[config.mk]
export PLATFORM = sky130hd
export DESIGN_NAME = ovn_seq
export DESIGN_NICKNAME = d
export VERILOG_FILES = /design/src/ovn_pkg.sv /design/src/ovn_seq.sv
export SDC_FILE = /design/constraint.sdc
export NUM_CORES = 1
export LEC_CHECK = 0
export BUFFER_PORTS_ARGS = -buffer_cell sky130_fd_sc_hd__buf_2
export CAP_MARGIN = 30
export CORE_AREA = 2 2 39 41
export DETAILED_ROUTE_END_ITERATION = 7
export DIE_AREA = 0 0 41 43
export HOLD_SLACK_MARGIN = 0.06
export PLACE_DENSITY = 0.62
export SLEW_MARGIN = 0
export SYNTH_ARGS = -nofsm -noshare
export SYNTH_HDL_FRONTEND = slang
export SYNTH_SLANG_ARGS = --single-unit
[constraint.sdc]
create_clock -name clk_i -period 1.32 [get_ports clk_i]
set_input_delay 0.396 -clock clk_i [delete_from_list [all_inputs] [get_ports clk_i]]
set_output_delay 0.396 -clock clk_i [all_outputs]
set_load 0.02 [all_outputs]
[src/ovn_pkg.sv]
// Package for the octave value noise block: sizes, codes, microcode word and program.
// No dependencies; used by octave_value_noise_2d and ovn_seq.
`default_nettype none

package ovn_pkg;

  localparam int GRID_SIZE     = 64;
  localparam int OCTAVE_COUNT  = 5;
  localparam int COORD_W       = $clog2(GRID_SIZE);
  localparam int ADDR_W        = 2 * COORD_W;
  localparam int DEPTH         = GRID_SIZE * GRID_SIZE;
  localparam int FRAC_W        = 16;
  localparam int VAL_W         = 16;
  localparam int WEIGHT_REGS   = 5;
  localparam int CFG_IDX_W     = $clog2(WEIGHT_REGS);
  localparam int OCT_W         = (OCTAVE_COUNT > 1) ? $clog2(OCTAVE_COUNT) : 1;
  localparam int ACC_W         = VAL_W + $clog2(OCTAVE_COUNT + 1);
  localparam int UCODE_LEN     = 7;
  localparam int STEP_W        = $clog2(UCODE_LEN);

  localparam logic CMD_WRITE = 1'b0;
  localparam logic CMD_QUERY = 1'b1;

  localparam logic [VAL_W-1:0] WEIGHT_RST [WEIGHT_REGS] = '{
    16'd7985, 16'd9982, 16'd12477, 16'd15596, 16'd19496
  };

  // Which corner the read port fetches.
  typedef enum logic [1:0] {
    CRN_00 = 2'd0,
    CRN_10 = 2'd1,
    CRN_01 = 2'd2,
    CRN_11 = 2'd3
  } corner_e;

  // What the shared multiply-add unit does in a step.
  typedef enum logic [2:0] {
    MUL_NONE = 3'd0,
    MUL_TOP  = 3'd1,
    MUL_BOT  = 3'd2,
    MUL_VERT = 3'd3,
    MUL_WGT  = 3'd4
  } mul_e;

  typedef enum logic {
    JMP_NEXT = 1'b0,
    JMP_OCT  = 1'b1
  } jmp_e;

  typedef struct packed {
    corner_e rd;
    logic    ld_s0;
    mul_e    op;
    jmp_e    jmp;
  } uword_t;

  typedef struct packed {
    uword_t           word;
    logic [OCT_W-1:0] octave;
    logic             busy;
    logic             finish;
  } seq_ctrl_t;

  // One octave: four reads, two horizontal blends, one vertical, weight and sum.
  localparam uword_t UCODE [UCODE_LEN] = '{
    '{rd: CRN_00, ld_s0: 1'b0, op: MUL_NONE, jmp: JMP_NEXT},
    '{rd: CRN_10, ld_s0: 1'b1, op: MUL_NONE, jmp: JMP_NEXT},
    '{rd: CRN_01, ld_s0: 1'b0, op: MUL_TOP,  jmp: JMP_NEXT},
    '{rd: CRN_11, ld_s0: 1'b1, op: MUL_NONE, jmp: JMP_NEXT},
    '{rd: CRN_00, ld_s0: 1'b0, op: MUL_BOT,  jmp: JMP_NEXT},
    '{rd: CRN_00, ld_s0: 1'b0, op: MUL_VERT, jmp: JMP_NEXT},
    '{rd: CRN_00, ld_s0: 1'b0, op: MUL_WGT,  jmp: JMP_OCT}
  };

endpackage

`default_nettype wire

[src/ovn_seq.sv]
// Microcode sequencer: step counter, octave counter and program table.
// Depends on ovn_pkg.
`default_nettype none

module ovn_seq (
  input  wire logic              clk_i,
  input  wire logic              rst_ni,
  input  wire logic              go_i,
  output ovn_pkg::seq_ctrl_t     ctrl_o
);

  logic [ovn_pkg::STEP_W-1:0] step_q, step_d;
  logic [ovn_pkg::OCT_W-1:0]  octave_q, octave_d;
  logic                       busy_q, busy_d;
  ovn_pkg::uword_t            word;
  logic                       last;

  assign word = ovn_pkg::UCODE[step_q];
  assign last = (octave_q == ovn_pkg::OCT_W'(ovn_pkg::OCTAVE_COUNT - 1));

  always_comb begin
    step_d   = step_q;
    octave_d = octave_q;
    busy_d   = busy_q;
    if (busy_q) begin
      unique case (word.jmp)
        ovn_pkg::JMP_NEXT: begin
          step_d = step_q + 1'b1;
        end
        ovn_pkg::JMP_OCT: begin
          step_d = '0;
          if (last) begin
            busy_d = 1'b0;
          end else begin
            octave_d = octave_q + 1'b1;
          end
        end
        default: begin
          step_d = '0;
        end
      endcase
    end else if (go_i) begin
      busy_d   = 1'b1;
      step_d   = '0;
      octave_d = '0;
    end
  end

  always_ff @(posedge clk_i or negedge rst_ni) begin
    if (!rst_ni) begin
      step_q   <= '0;
      octave_q <= '0;
      busy_q   <= 1'b0;
    end else begin
      step_q   <= step_d;
      octave_q <= octave_d;
      busy_q   <= busy_d;
    end
  end

  assign ctrl_o.word   = word;
  assign ctrl_o.octave = octave_q;
  assign ctrl_o.busy   = busy_q;
  assign ctrl_o.finish = busy_q && (word.jmp == ovn_pkg::JMP_OCT) && last;

endmodule

`default_nettype wire

==> After elaboration in Yosys (flattened, before gate mapping) <==
Memories as Yosys holds them, arrays and structs flattened.
Index checks and enable logic that the tools add are counted.
{ "word_totals": {"out_inout_bits": 12, "reg_bits": 7, "elab_cells": 28, "mem_count": 1, "mem_bits_ro": 56} }
{ "op_classes": {"eq_ne": 3, "muxes": 12, "n_lt_le_gt_ge": 1, "reduce_logical": 4, "add_sub_neg": 2, "bitwise": 2} }
{ "memory_table": {"columns": ["name", "words", "width", "read_ports", "rd_ports_with_merged_regs", "wr", "line_no", "rtl"], "rows": [
  ["(no name shown)", 8, 7, 1, 0, 0, "ovn_seq.sv:18", "assign word = ovn_pkg::UCODE[step_q];"]
]} }
{ "ops": {"columns": ["op", "n"], "rows": [
  ["2-to-1 mux 3 bit", 5],
  ["2-to-1 mux 7 bit", 2],
  ["adder 3 x 1 -> 3 bit, second input constant", 2],
  ["case mux 3 bit (2 select lines)", 1],
  [">= comparator 4 bit, second input constant", 1],
  ["2-to-1 mux 1 bit", 4],
  ["inverter 3 -> 4 bit", 1],
  ["equality test 3 bit, second input constant", 1],
  ["AND reduction 3 bit", 1],
  ["logical AND 1 bit", 2],
  ["!= test 2 x 1 -> 1 bit, second input constant", 1],
  ["!= test 2 bit, second input constant", 1],
  ["nonzero test 2 bit", 1],
  ["inverter 1 bit", 1]
]} }

==> Longest topological paths before layout <==
Gate-level depths: netlist of the first run.
{ "logic_depth": {"depth_word": 7, "mapped_depth": 5, "mapped_depth_nobuf": 5} }

==> Least setup slack after synthesis of the first run <==
OpenSTA, ideal clock, no wires.
{ "synth_timing": {"path_type": "register to output", "start": "register octave_q[1] in the netlist's numbering", "end": "output ctrl_o[0] in the netlist's numbering", "path_stages_with_launch": 5, "setup_slack_ps": -220, "required_time_ps": 924, "arrival_time_ps": 1144, "path_cell_list": "dfrtp_1 inv_1 ha_1 nand3_1 nor2_1"} }
{ "synth_rtl": {"columns": ["item", "line_no", "rtl"], "rows": [
  ["from (decl)", "ovn_seq.sv:13", "logic [ovn_pkg::OCT_W-1:0] octave_q, octave_d;"],
  ["from (signal assigned)", "ovn_seq.sv:56", "octave_q <= octave_d;"],
  ["to (decl)", "ovn_seq.sv:9", "output ovn_pkg::seq_ctrl_t ctrl_o"]
]} }

==> results.md, run 1 <==
* Fin Hold WS at 499 ps
* GRT overflow at 0
* Crit path from: step_q[1]
* Failing checks: setup timing
* Number of synthesized flops with an enable pin at 0
* Core area at 1380 um^2
* Die Y at approximately 43 um
* Area contributors post-synth: dfrtp_1 37%, ha_1 13%, buf_4 4.7%
* Max incr delay on CP at 430 ps
* Arrival time worst endpoint at 1250 ps
* Cell taking the most area after synthesis: dfrtp_1
* Final worst slack at -323 ps
* Commonest cells post-synth: 7 x dfrtp_1, 6 x nor2_1, 5 x ha_1, 5 x inv_1, 5 x nand2_1
* NumNets Final at 96
* Dpl cells at between 90 and 100
* Reg2Reg Launch Point: step_q[2]
* DRC at 0
* CTS clock-pin slew for the worst setup and hold paths at 60 ps
* Worst skew pair latency at roughly 250 ps
* Total routed wirelength at 1.15 mm
* Largest net degree at the start of global routing at 8
* Vias in the first global route at 422
* Vias at approximately 480
* Crit path buf inv count at 1
* Kind of critical path: reg -> out
* 1st-iter DRT viols at 11
* Crit path launch type: register
* Final setup vio count at 8
* WL per Instance at 11.2 um
* Slew Viols, Final at 0
* Clock sink count at 7
* Synth top area share at 36.9%
* Slew @ Worst Pin at about 260 ps
* Final hold vios at 0
* Count of buffers from port buffering at 14
* Drt pass-1 iters at 4
* Period minus WS final at 1640 ps
* Setup repair after global routing missed its margin: yes
* Min-delay worst type: in -> async
* Synth Area per Inst at 8.95 um^2
* Slowest cell on the critical path: dfrtp_2
* CTS tree: yes
* Post-synthesis async set-or-reset flop share at 100%
* Rel. slew slack at 82.9%
* Worst Path Max Fanout at 4
* Required @ worst endpoint at 920 ps
* P&R area growth vs syn at 75.2%
* Post-Synthesis Cells at 53
* Leakage power at about 0.40 nW
* Distinct cells, synth at 23
* Status: finished, violations left
* Layout cells sized above 1 at between 60% and 70%
* GRT Total Usage at about 16%
* Register bit total from synthesis at 7
* Initial Utilization at 34.3%
* Core Util, Final at 60.0%
* Fin cells at 103
* Max-Cap Viols at 0
* Post-DRT Antenna Nets at 0
* Maximum vdd ir drop at 1.23 mV
* CP endpoint kind: output port
* FMAX at between 600 and 700 MHz
* Most numerous cell in the Yosys netlist: dfrtp_1
* Root Buffer: clkbuf_4
* Cell Rows at 14
* Yosys Warn Count at 0
* Routed vias/inst at 4.65
* Pwr per Cell Area at 2570 nW/um^2
* Htree depth at 1
* Main synth FF type: dfrtp_1
* Crit path max-delay family: flip-flops
* Die Area at 1760 um^2
* Io pins at 15
* First-pass GRT wire length at 1.79 mm
* Cell Chain, Critical Path: ha_2, mux2_4, buf_6
* Post-synthesis instance area at 474 um^2
* Final Cycle Share at 124%
* ANT cells at 0
* Register area share after synthesis at 36.9%
* Syn nets at 61
* Die width at 41 um
* Final setup TNS at -2100 ps
* DP Wirelength at ~790 um
* Clock Path Buffers at 2
* Total CTS buffers at 3
* Clock Skew at 10.5 ps
* RePlAce Congestion at 0.778
* Initial antenna violation count at 0
-- state kept, by name, indices dropped and copies added (netlist names) --
signal    flops
busy_q        1
octave_q      3
step_q        3
-- routing by layer --
metal	wire (um)	part of all wire (%)	vias to the layer above	GRT usage [%]
li1	-	-	242	-
met1	502	44	221	20.1
met2	575	50	16	21.6
met3	74	6.4	0	9.42
met4	0	0	0	4.00
met5	0	0	-	0
-- worst register-to-register path, stage by stage (launching register included) --
cell and delay, ps:
dfrtp_1 460, buf_4 180, nand2_4 90, clkinv_4 50, buf_4 140, a31oi_1 160, a31oi_1 60
-- layout make-up --
class / count / area, um^2
clock buffers: 4 / 26.3
fillers: 110 / 553
inverters: 7 / 31.3
multi-input cells: 35 / 299
flip-flops and latches: 7 / 179
well taps: 16 / 20.0
repair buffers: 34 / 275
-- cells by family (layout without fill, tap and decap cells) --
kind of cell | count (synthesis) | after routing | synth area share (%)
AOI/OAI and AO/OA | 12 | 12 | 17.4
and+or+nand+nor | 17 | 17 | 17.7
buffers and inverters | 11 | 45 | 12.4
adders and majority gates | 5 | 5 | 13.2
DFF | 7 | 7 | 36.9
muxes | 1 | 1 | 2.37
-- repair_timing --
action / in CTS / in global routing
hold buffers: 1 / 0
setup endpoints to repair: 11 / 13
setup buffers: 4 / 2
endpoints found under the hold margin: 7 / 0
pin swaps: 3 / 5
resized for setup: 19 / 8
-- cells in the final DEF (no fill, tap or decap), types with 3 or more instances in the layout --
| cell type | instances |
|---|---|
| buf_4 | 15 |
| buf_6 | 10 |
| buf_2 | 8 |
| nand2_1 | 5 |
| inv_2 | 4 |
| nor2_1 | 4 |
| o21ai_1 | 4 |
| dfrtp_1 | 4 |
| clkbuf_4 | 3 |
| dfrtp_2 | 3 |
-- report_power, final --
group / leakage [nW] / internal, mW / total, mW / switching, mW
clock network: 0.0150 / 0.115 / 0.195 / 0.0794
logic: 0.310 / 0.795 / 1.52 / 0.721
registers: 0.0790 / 0.318 / 0.421 / 0.103
total: 0.404 / 1.23 / 2.13 / 0.904
-- worst paths after layout --
check / end / slack [ps] / cells past startpoint
worst max-delay path: ctrl_o[6] / -320 / 3
worst min-delay path: octave_q[2] / 500 / 2
worst max register to register: octave_q[0] / 40 / 6
worst min register to register: octave_q[0] / 580 / 2
max in group asynchronous: octave_q[0] / 630 / 2
min in group clk_i: octave_q[2] / 500 / 4
-- metrics by stage --
stage / setup slack (ps) / power (mW) / cell area (um^2)
5_1_grt: -374 / 2.30 / 831
3_5_place_dp: -99.2 / 1.54 / 663
2_1_floorplan: -78.5 / 1.11 / 495
6_report: -323 / 2.13 / 831
3_3_place_gp: -69.9 / 1.52 / 663
4_1_cts: -337 / 1.99 / 785
No activity file was read; power rests on OpenSTA's default activity.
==> run 2, diff against run 1 <==
CELL_PAD_IN_SITES_DETAIL_PLACEMENT = 1   (was unset)
CELL_PAD_IN_SITES_GLOBAL_PLACEMENT = 1   (was unset)
CORE_AREA = unset   (was 2 2 39 41)
CORE_MARGIN = 2   (was unset)
CORE_UTILIZATION = 31   (was unset)
DIE_AREA = unset   (was 0 0 41 43)
PLACE_DENSITY = 0.72   (was 0.62)
RECOVER_POWER = 50   (was unset)
==> run 2 against run 1 <==
Against the previous run: the run still ends with setup timing left; first-iteration DRC count down 55%; sequential power grew 5.7%; sequential cell count is the same; combinational power rose by 13%; critical path type unchanged; largest power group unchanged; non-clock buffer count grew 3; final cell count up 2.9%; clock skew is 2.2 ps higher; die area rose by 5.4%; utilization grew 2.3 points; setup slack lost 30 ps; highest routed layer unchanged; global-route usage increased by 3.6 points; wire length is 38% higher.
==> results.md, run 2 (synthesis results as in run 1) <==
* Htree depth at 1
* Total routed wirelength at 1.59 mm
* Arrival time worst endpoint at 1280 ps
* Initial antenna violation count at 0
* Die width at 43.1 um
* Vias at 525
* Min-delay worst type: in -> reg
* Routed vias/inst at 4.95
* Clock Skew at approximately 13 ps
* Pwr per Cell Area at 2580 nW/um^2
* P_int at around 1.3 mW
* Largest regs: octave_q x3, step_q x3, busy_q x1
* DRC at 0
* NumNets Final at 99
* Tot Pwr at about 2.4 mW
* P&R area growth vs syn at 93.4%
* Switching power at slightly above 1 mW
* Maximum vdd ir drop at between 1 and 1.5 mV
* Leakage power at 0.426 nW
* Max-Cap Viols at 0
* DP Wirelength at between 1 and 1.5 mm
* Max incr delay on CP at 420 ps
* FMAX at ~600 MHz
* Crit path from: step_q[1]
* Place WS at -112 ps
* Reg2Reg Launch Point: octave_q[1]
* Die Y at 43.1 um
* First-pass GRT wire length at 2.61 mm
* Fin cells at ~110
* Dpl cells at 96
* Crit path launch type: register
* Crit path max-delay family: flip-flops
* Rel. slew slack at 71.2%
* Flop pwr share at 18.8%
* Initial Utilization at 32.2%
* DP Area at 686 um^2
* Final worst slack at -353 ps
* WL per Instance at 15.0 um
* Root Buffer: clkbuf_4
* Period minus WS final at 1670 ps
* Crit path buf inv count at 2
* Wire length on met1 at ~650 um
* Final setup vio count at 9
* Kind of critical path: reg -> out
* 1st-iter DRT viols at 5
* Slowest cell on the critical path: dfrtp_2
* Worst Path Max Fanout at 4
* Multi-input logic area at 329 um^2
* Cell Chain, Critical Path: inv_2, ha_4, mux2_4, buf_6
* HP Start: go_i
* Io pins at 15
* Count of buffers from port buffering at 14
* WL met2 at 872 um
* Combinational share of power at 72.8%
* Setup repair after global routing missed its margin: yes
* CTS clock-pin slew for the worst setup and hold paths at 60 ps
* Storage element area at between 150 and 200 um^2
* Final Cycle Share at 127%
* CTS tree: yes
* Cell Rows at 14
* Post-DRT Antenna Nets at 0
* CP endpoint kind: output port
* Most frequent cells in the layout: 16 x buf_4, 16 x buf_6, 5 x nand2_1, 5 x dfrtp_2
* GRT Total Usage at approximately a fifth
* Drt pass-1 iters at 4
* Slew @ Worst Pin at 433 ps
* Total of fill cells in the finished design at 170
* Largest net degree at the start of global routing at 8
* Vias in the first global route at 561
* Required @ worst endpoint at 920 ps
* Sw Share at 43.2%
* Final setup TNS at -2060 ps
* Clock Path Buffers at 2
* Final instance area at 917 um^2
* RePlAce Congestion at 0.757
* Final hold vios at 0
* ANT cells at 0
* GRT overflow at 0
* Clock power frac at 8.4%
* Status: finished, violations left
* DR top layer: met3
* Slew Viols, Final at 0
* Metal3 WL at approximately 65 um
* Fin Hold WS at just over 500 ps
* Total CTS buffers at 3
* Core area at around 1500 um^2
* Clock sink count at 7
* Worst skew pair latency at 260 ps
* Layout cells sized above 1 at 67.8%
* Die Area at about 1900 um^2
* Core Util, Final at 62.3%
* Failing checks: setup timing
## run 2: cell types whose count changed in the layout (fill, tap and decap cells not counted), sizes merged
cell,delta
buf,+2
clkbuf,+1
## run 2: cell type report
type	instances	share of cell area, %
clock buffers	4	2.86
well taps	16	2.18
flip-flops and latches	7	19.8
multi-input cells	35	35.9
repair buffers	37	35.9
inverters	7	3.41
## run 2: metal layers
layer | vias to the layer above | global-route usage, %
met2 | 10 | 33.4
met5 | - | 0
met1 | 263 | 22.7
li1 | 252 | -
met3 | 0 | 7.66
met4 | 0 | 1.82
## run 2: power groups by stage
stage	Clock [mW]	Combinational [mW]	Sequential, mW
2_1_floorplan	0	0.609	0.501
3_3_place_gp	0	1.17	0.399
3_5_place_dp	0	1.22	0.403
4_1_cts	0.207	1.54	0.422
5_1_grt	0.215	1.85	0.457
6_report	0.199	1.72	0.445
## run 2: repair_timing
action	4_1_cts	5_1_grt
pin swaps	4	6
endpoints found under the hold margin	7	0
setup buffers	6	2
hold buffers	1	0
setup endpoints to repair	12	14
resized for setup	27	17
## run 2: path summary, 6_finish.rpt
| kind | end | slack, ps | cells past startpoint |
|---|---|---|---|
| worst min-delay path | octave_q[2] | 510 | 4 |
| worst max-delay path | ctrl_o[6] | -350 | 4 |
| worst min register to register | step_q[2] | 570 | 1 |
| worst max register to register | octave_q[1] | 0 | 6 |
| max in group asynchronous | octave_q[0] | 400 | 2 |
| min in group asynchronous | busy_q | 580 | 2 |
## run 2: worst reg2reg max path, stage by stage (launching register included)
cell and delay (ps):
dfrtp_2 380, inv_2 60, ha_4 160, buf_6 110
and2_4 150, o211ai_1 200, o211ai_1 130
==> run 3, diff against run 2 <==
CELL_PAD_IN_SITES_DETAIL_PLACEMENT = 0   (was 1)
CTS_BUF_LIST = sky130_fd_sc_hd__clkbuf_4 sky130_fd_sc_hd__clkbuf_8 sky130_fd_sc_hd__clkbuf_16   (was unset)
==> run 3 against run 2 <==
Against the previous run: the flow still finishes with violations (setup timing); die area is the same; critical path depth did not move; sequential power fell by 3%; sequential cell count unchanged; global-route usage down 4.4 points; clock skew down 10 ps; hold slack worse by 4.7 ps.
==> results.md, run 3 (synthesis results as in run 1) <==
* Post-DRT Antenna Nets at 0
* Core area at about 1500 um^2
* FMAX at 608 MHz
* Clock Skew at roughly 2.7 ps
* Crit path launch type: register
* Final worst slack at -324 ps
* Flop pwr share at a little under a fifth
* Routed vias/inst at 4.63
* Io pins at 15
* CTS tree: yes
* GRT Total Usage at 14.7%
* Metal3 WL at 51 um
* Root Buffer: clkbuf_4
* NumNets Final at 100
* Reg2Reg Launch Point: octave_q[1]
* Layout cells sized above 1 at 67.0%
* Most common cell after layout, fill and taps aside: buf_4
* Rel. slew slack at between 70% and 80%
* WL per Instance at between 10 and 15 um
* Register-to-Register Path Depth at 6
* Maximum vdd ir drop at 1.17 mV
* Worst reg2reg path endpoint: octave_q[1]
* ANT cells at 0
* RePlAce Congestion at approximately 0.76
* Count of buffers from port buffering at 14
* Fin cells at 107
* Switching power at 931 uW
* GRT overflow at 0
* Max-Cap Viols at 0
* Kind of critical path: reg -> out
* Clock Path Buffers at 2
* HP Start: go_i
* Total of fill cells in the finished design at ~130
* Final setup vio count at 9
* Htree depth at 1
* Worst R2R Setup Slack at 50 ps
* Arrival time worst endpoint at 1250 ps
* Wire length on met1 at 546 um
* Worst Path Max Fanout at 3
* Total routed wirelength at about 1.2 mm
* P_int at 1.36 mW
* Leakage power at between 0.4 and 0.5 nW
* Final setup TNS at -2010 ps
* Min-delay worst type: in -> reg
* DRC at 0
* Drt pass-1 iters at 4
* Status: finished, violations left
* Final hold vios at 0
* Hold Path End: octave_q[2]
* Dpl cells at 96
* Failing checks: setup timing
* Setup repair after global routing missed its margin: yes
* Die Y at 43.1 um
* First-pass GRT wire length at 2.01 mm
* Sw Share at 40.6%
* Place WS at -100 ps
* Most frequent cells in the layout: 18 x buf_4, 17 x buf_6, 5 x nand2_1
* Period minus WS final at around 1600 ps
* Final Cycle Share at 125%
* Tot Pwr at between 2 and 2.5 mW
* DP Wirelength at 873 um
* Pwr per Cell Area at around 2500 nW/um^2
* Worst skew pair latency at 240 ps
* Vias at 495
* Largest net degree at the start of global routing at 8
* WL met2 at roughly 600 um
* P&R area growth vs syn at 91.6%
* WHS Path Cells at 4
* DR top layer: met3
* Storage element area at 180 um^2
* Clock sink count at 7
* Clock power frac at 9.0%
* Initial antenna violation count at 0
* Die width at 43.1 um
* Multi-input logic area at 302 um^2
* Required @ worst endpoint at 920 ps
* Slew Viols, Final at 0
* Total CTS buffers at 3
* Largest regs: octave_q x3, step_q x3, busy_q x1
* Slew @ Worst Pin at 402 ps
* 1st-iter DRT viols at 6
* Cell Rows at 14
* Vias in the first global route at around 510
* Initial Utilization at 32.2%
* Combinational share of power at 72.2%
* Die Area at 1860 um^2
* CTS clock-pin slew for the worst setup and hold paths at roughly 50 ps
* CP endpoint kind: output port
[run 3: metal layers]
layer / up-vias / track usage [%]
met5: - / 0
met4: 0 / 2.42
met3: 0 / 7.66
met2: 9 / 22.4
met1: 230 / 18.8
li1: 256 / -
[run 3: worst max-delay path by stage]
stage                     start   endpoint  slack, ps
floorplan           octave_q[1]  ctrl_o[0]        -80
global placement      step_q[0]  ctrl_o[6]        -70
detailed placement    step_q[0]  ctrl_o[6]       -100
CTS                   step_q[0]  ctrl_o[6]       -330
global route          step_q[1]  ctrl_o[6]       -390
finish                step_q[0]  ctrl_o[6]       -320
[run 3: layout make-up]
cell class | instances | area share, %
multi-input combinational | 35 | 33.2
inverter | 7 | 3.44
clock buffer | 4 | 3.31
tap | 16 | 2.20
sequential | 7 | 19.8
timing repair buffer | 38 | 38.0
[run 3: power by group through the flow]
stage	registers [mW]	clock network, mW	logic, mW
after floorplan	0.501	0	0.609
after global placement	0.399	0	1.17
after detailed placement	0.400	0	1.18
after CTS	0.416	0.220	1.43
after global routing	0.444	0.234	1.81
final	0.431	0.206	1.66
[run 3: metrics by stage]
| stage | hold slack [ps] | util [%] | area [um^2] |
|---|---|---|---|
| final | 510 | 61.7 | 908 |
| after CTS | 506 | 56.0 | 825 |
| after global routing | 526 | 61.7 | 908 |
| after detailed placement | 241 | 46.6 | 686 |
| after global placement | 245 | 46.6 | 686 |
| after floorplan | 100 | - | 495 |
[run 3: timing repair]
action / CTS / global route
buffers inserted: 4 / 5
setup endpoints to repair: 12 / 14
resized for setup: 24 / 19
pin swaps: 4 / 4
hold endpoints to repair: 7 / 0
hold buffers: 1 / 0
[run 3: worst max-delay path, cell delays in order, from the launching register on]
cell and delay (ps):
dfrtp_1 380, inv_2 70, ha_4 150, mux2_4 270, buf_6 130
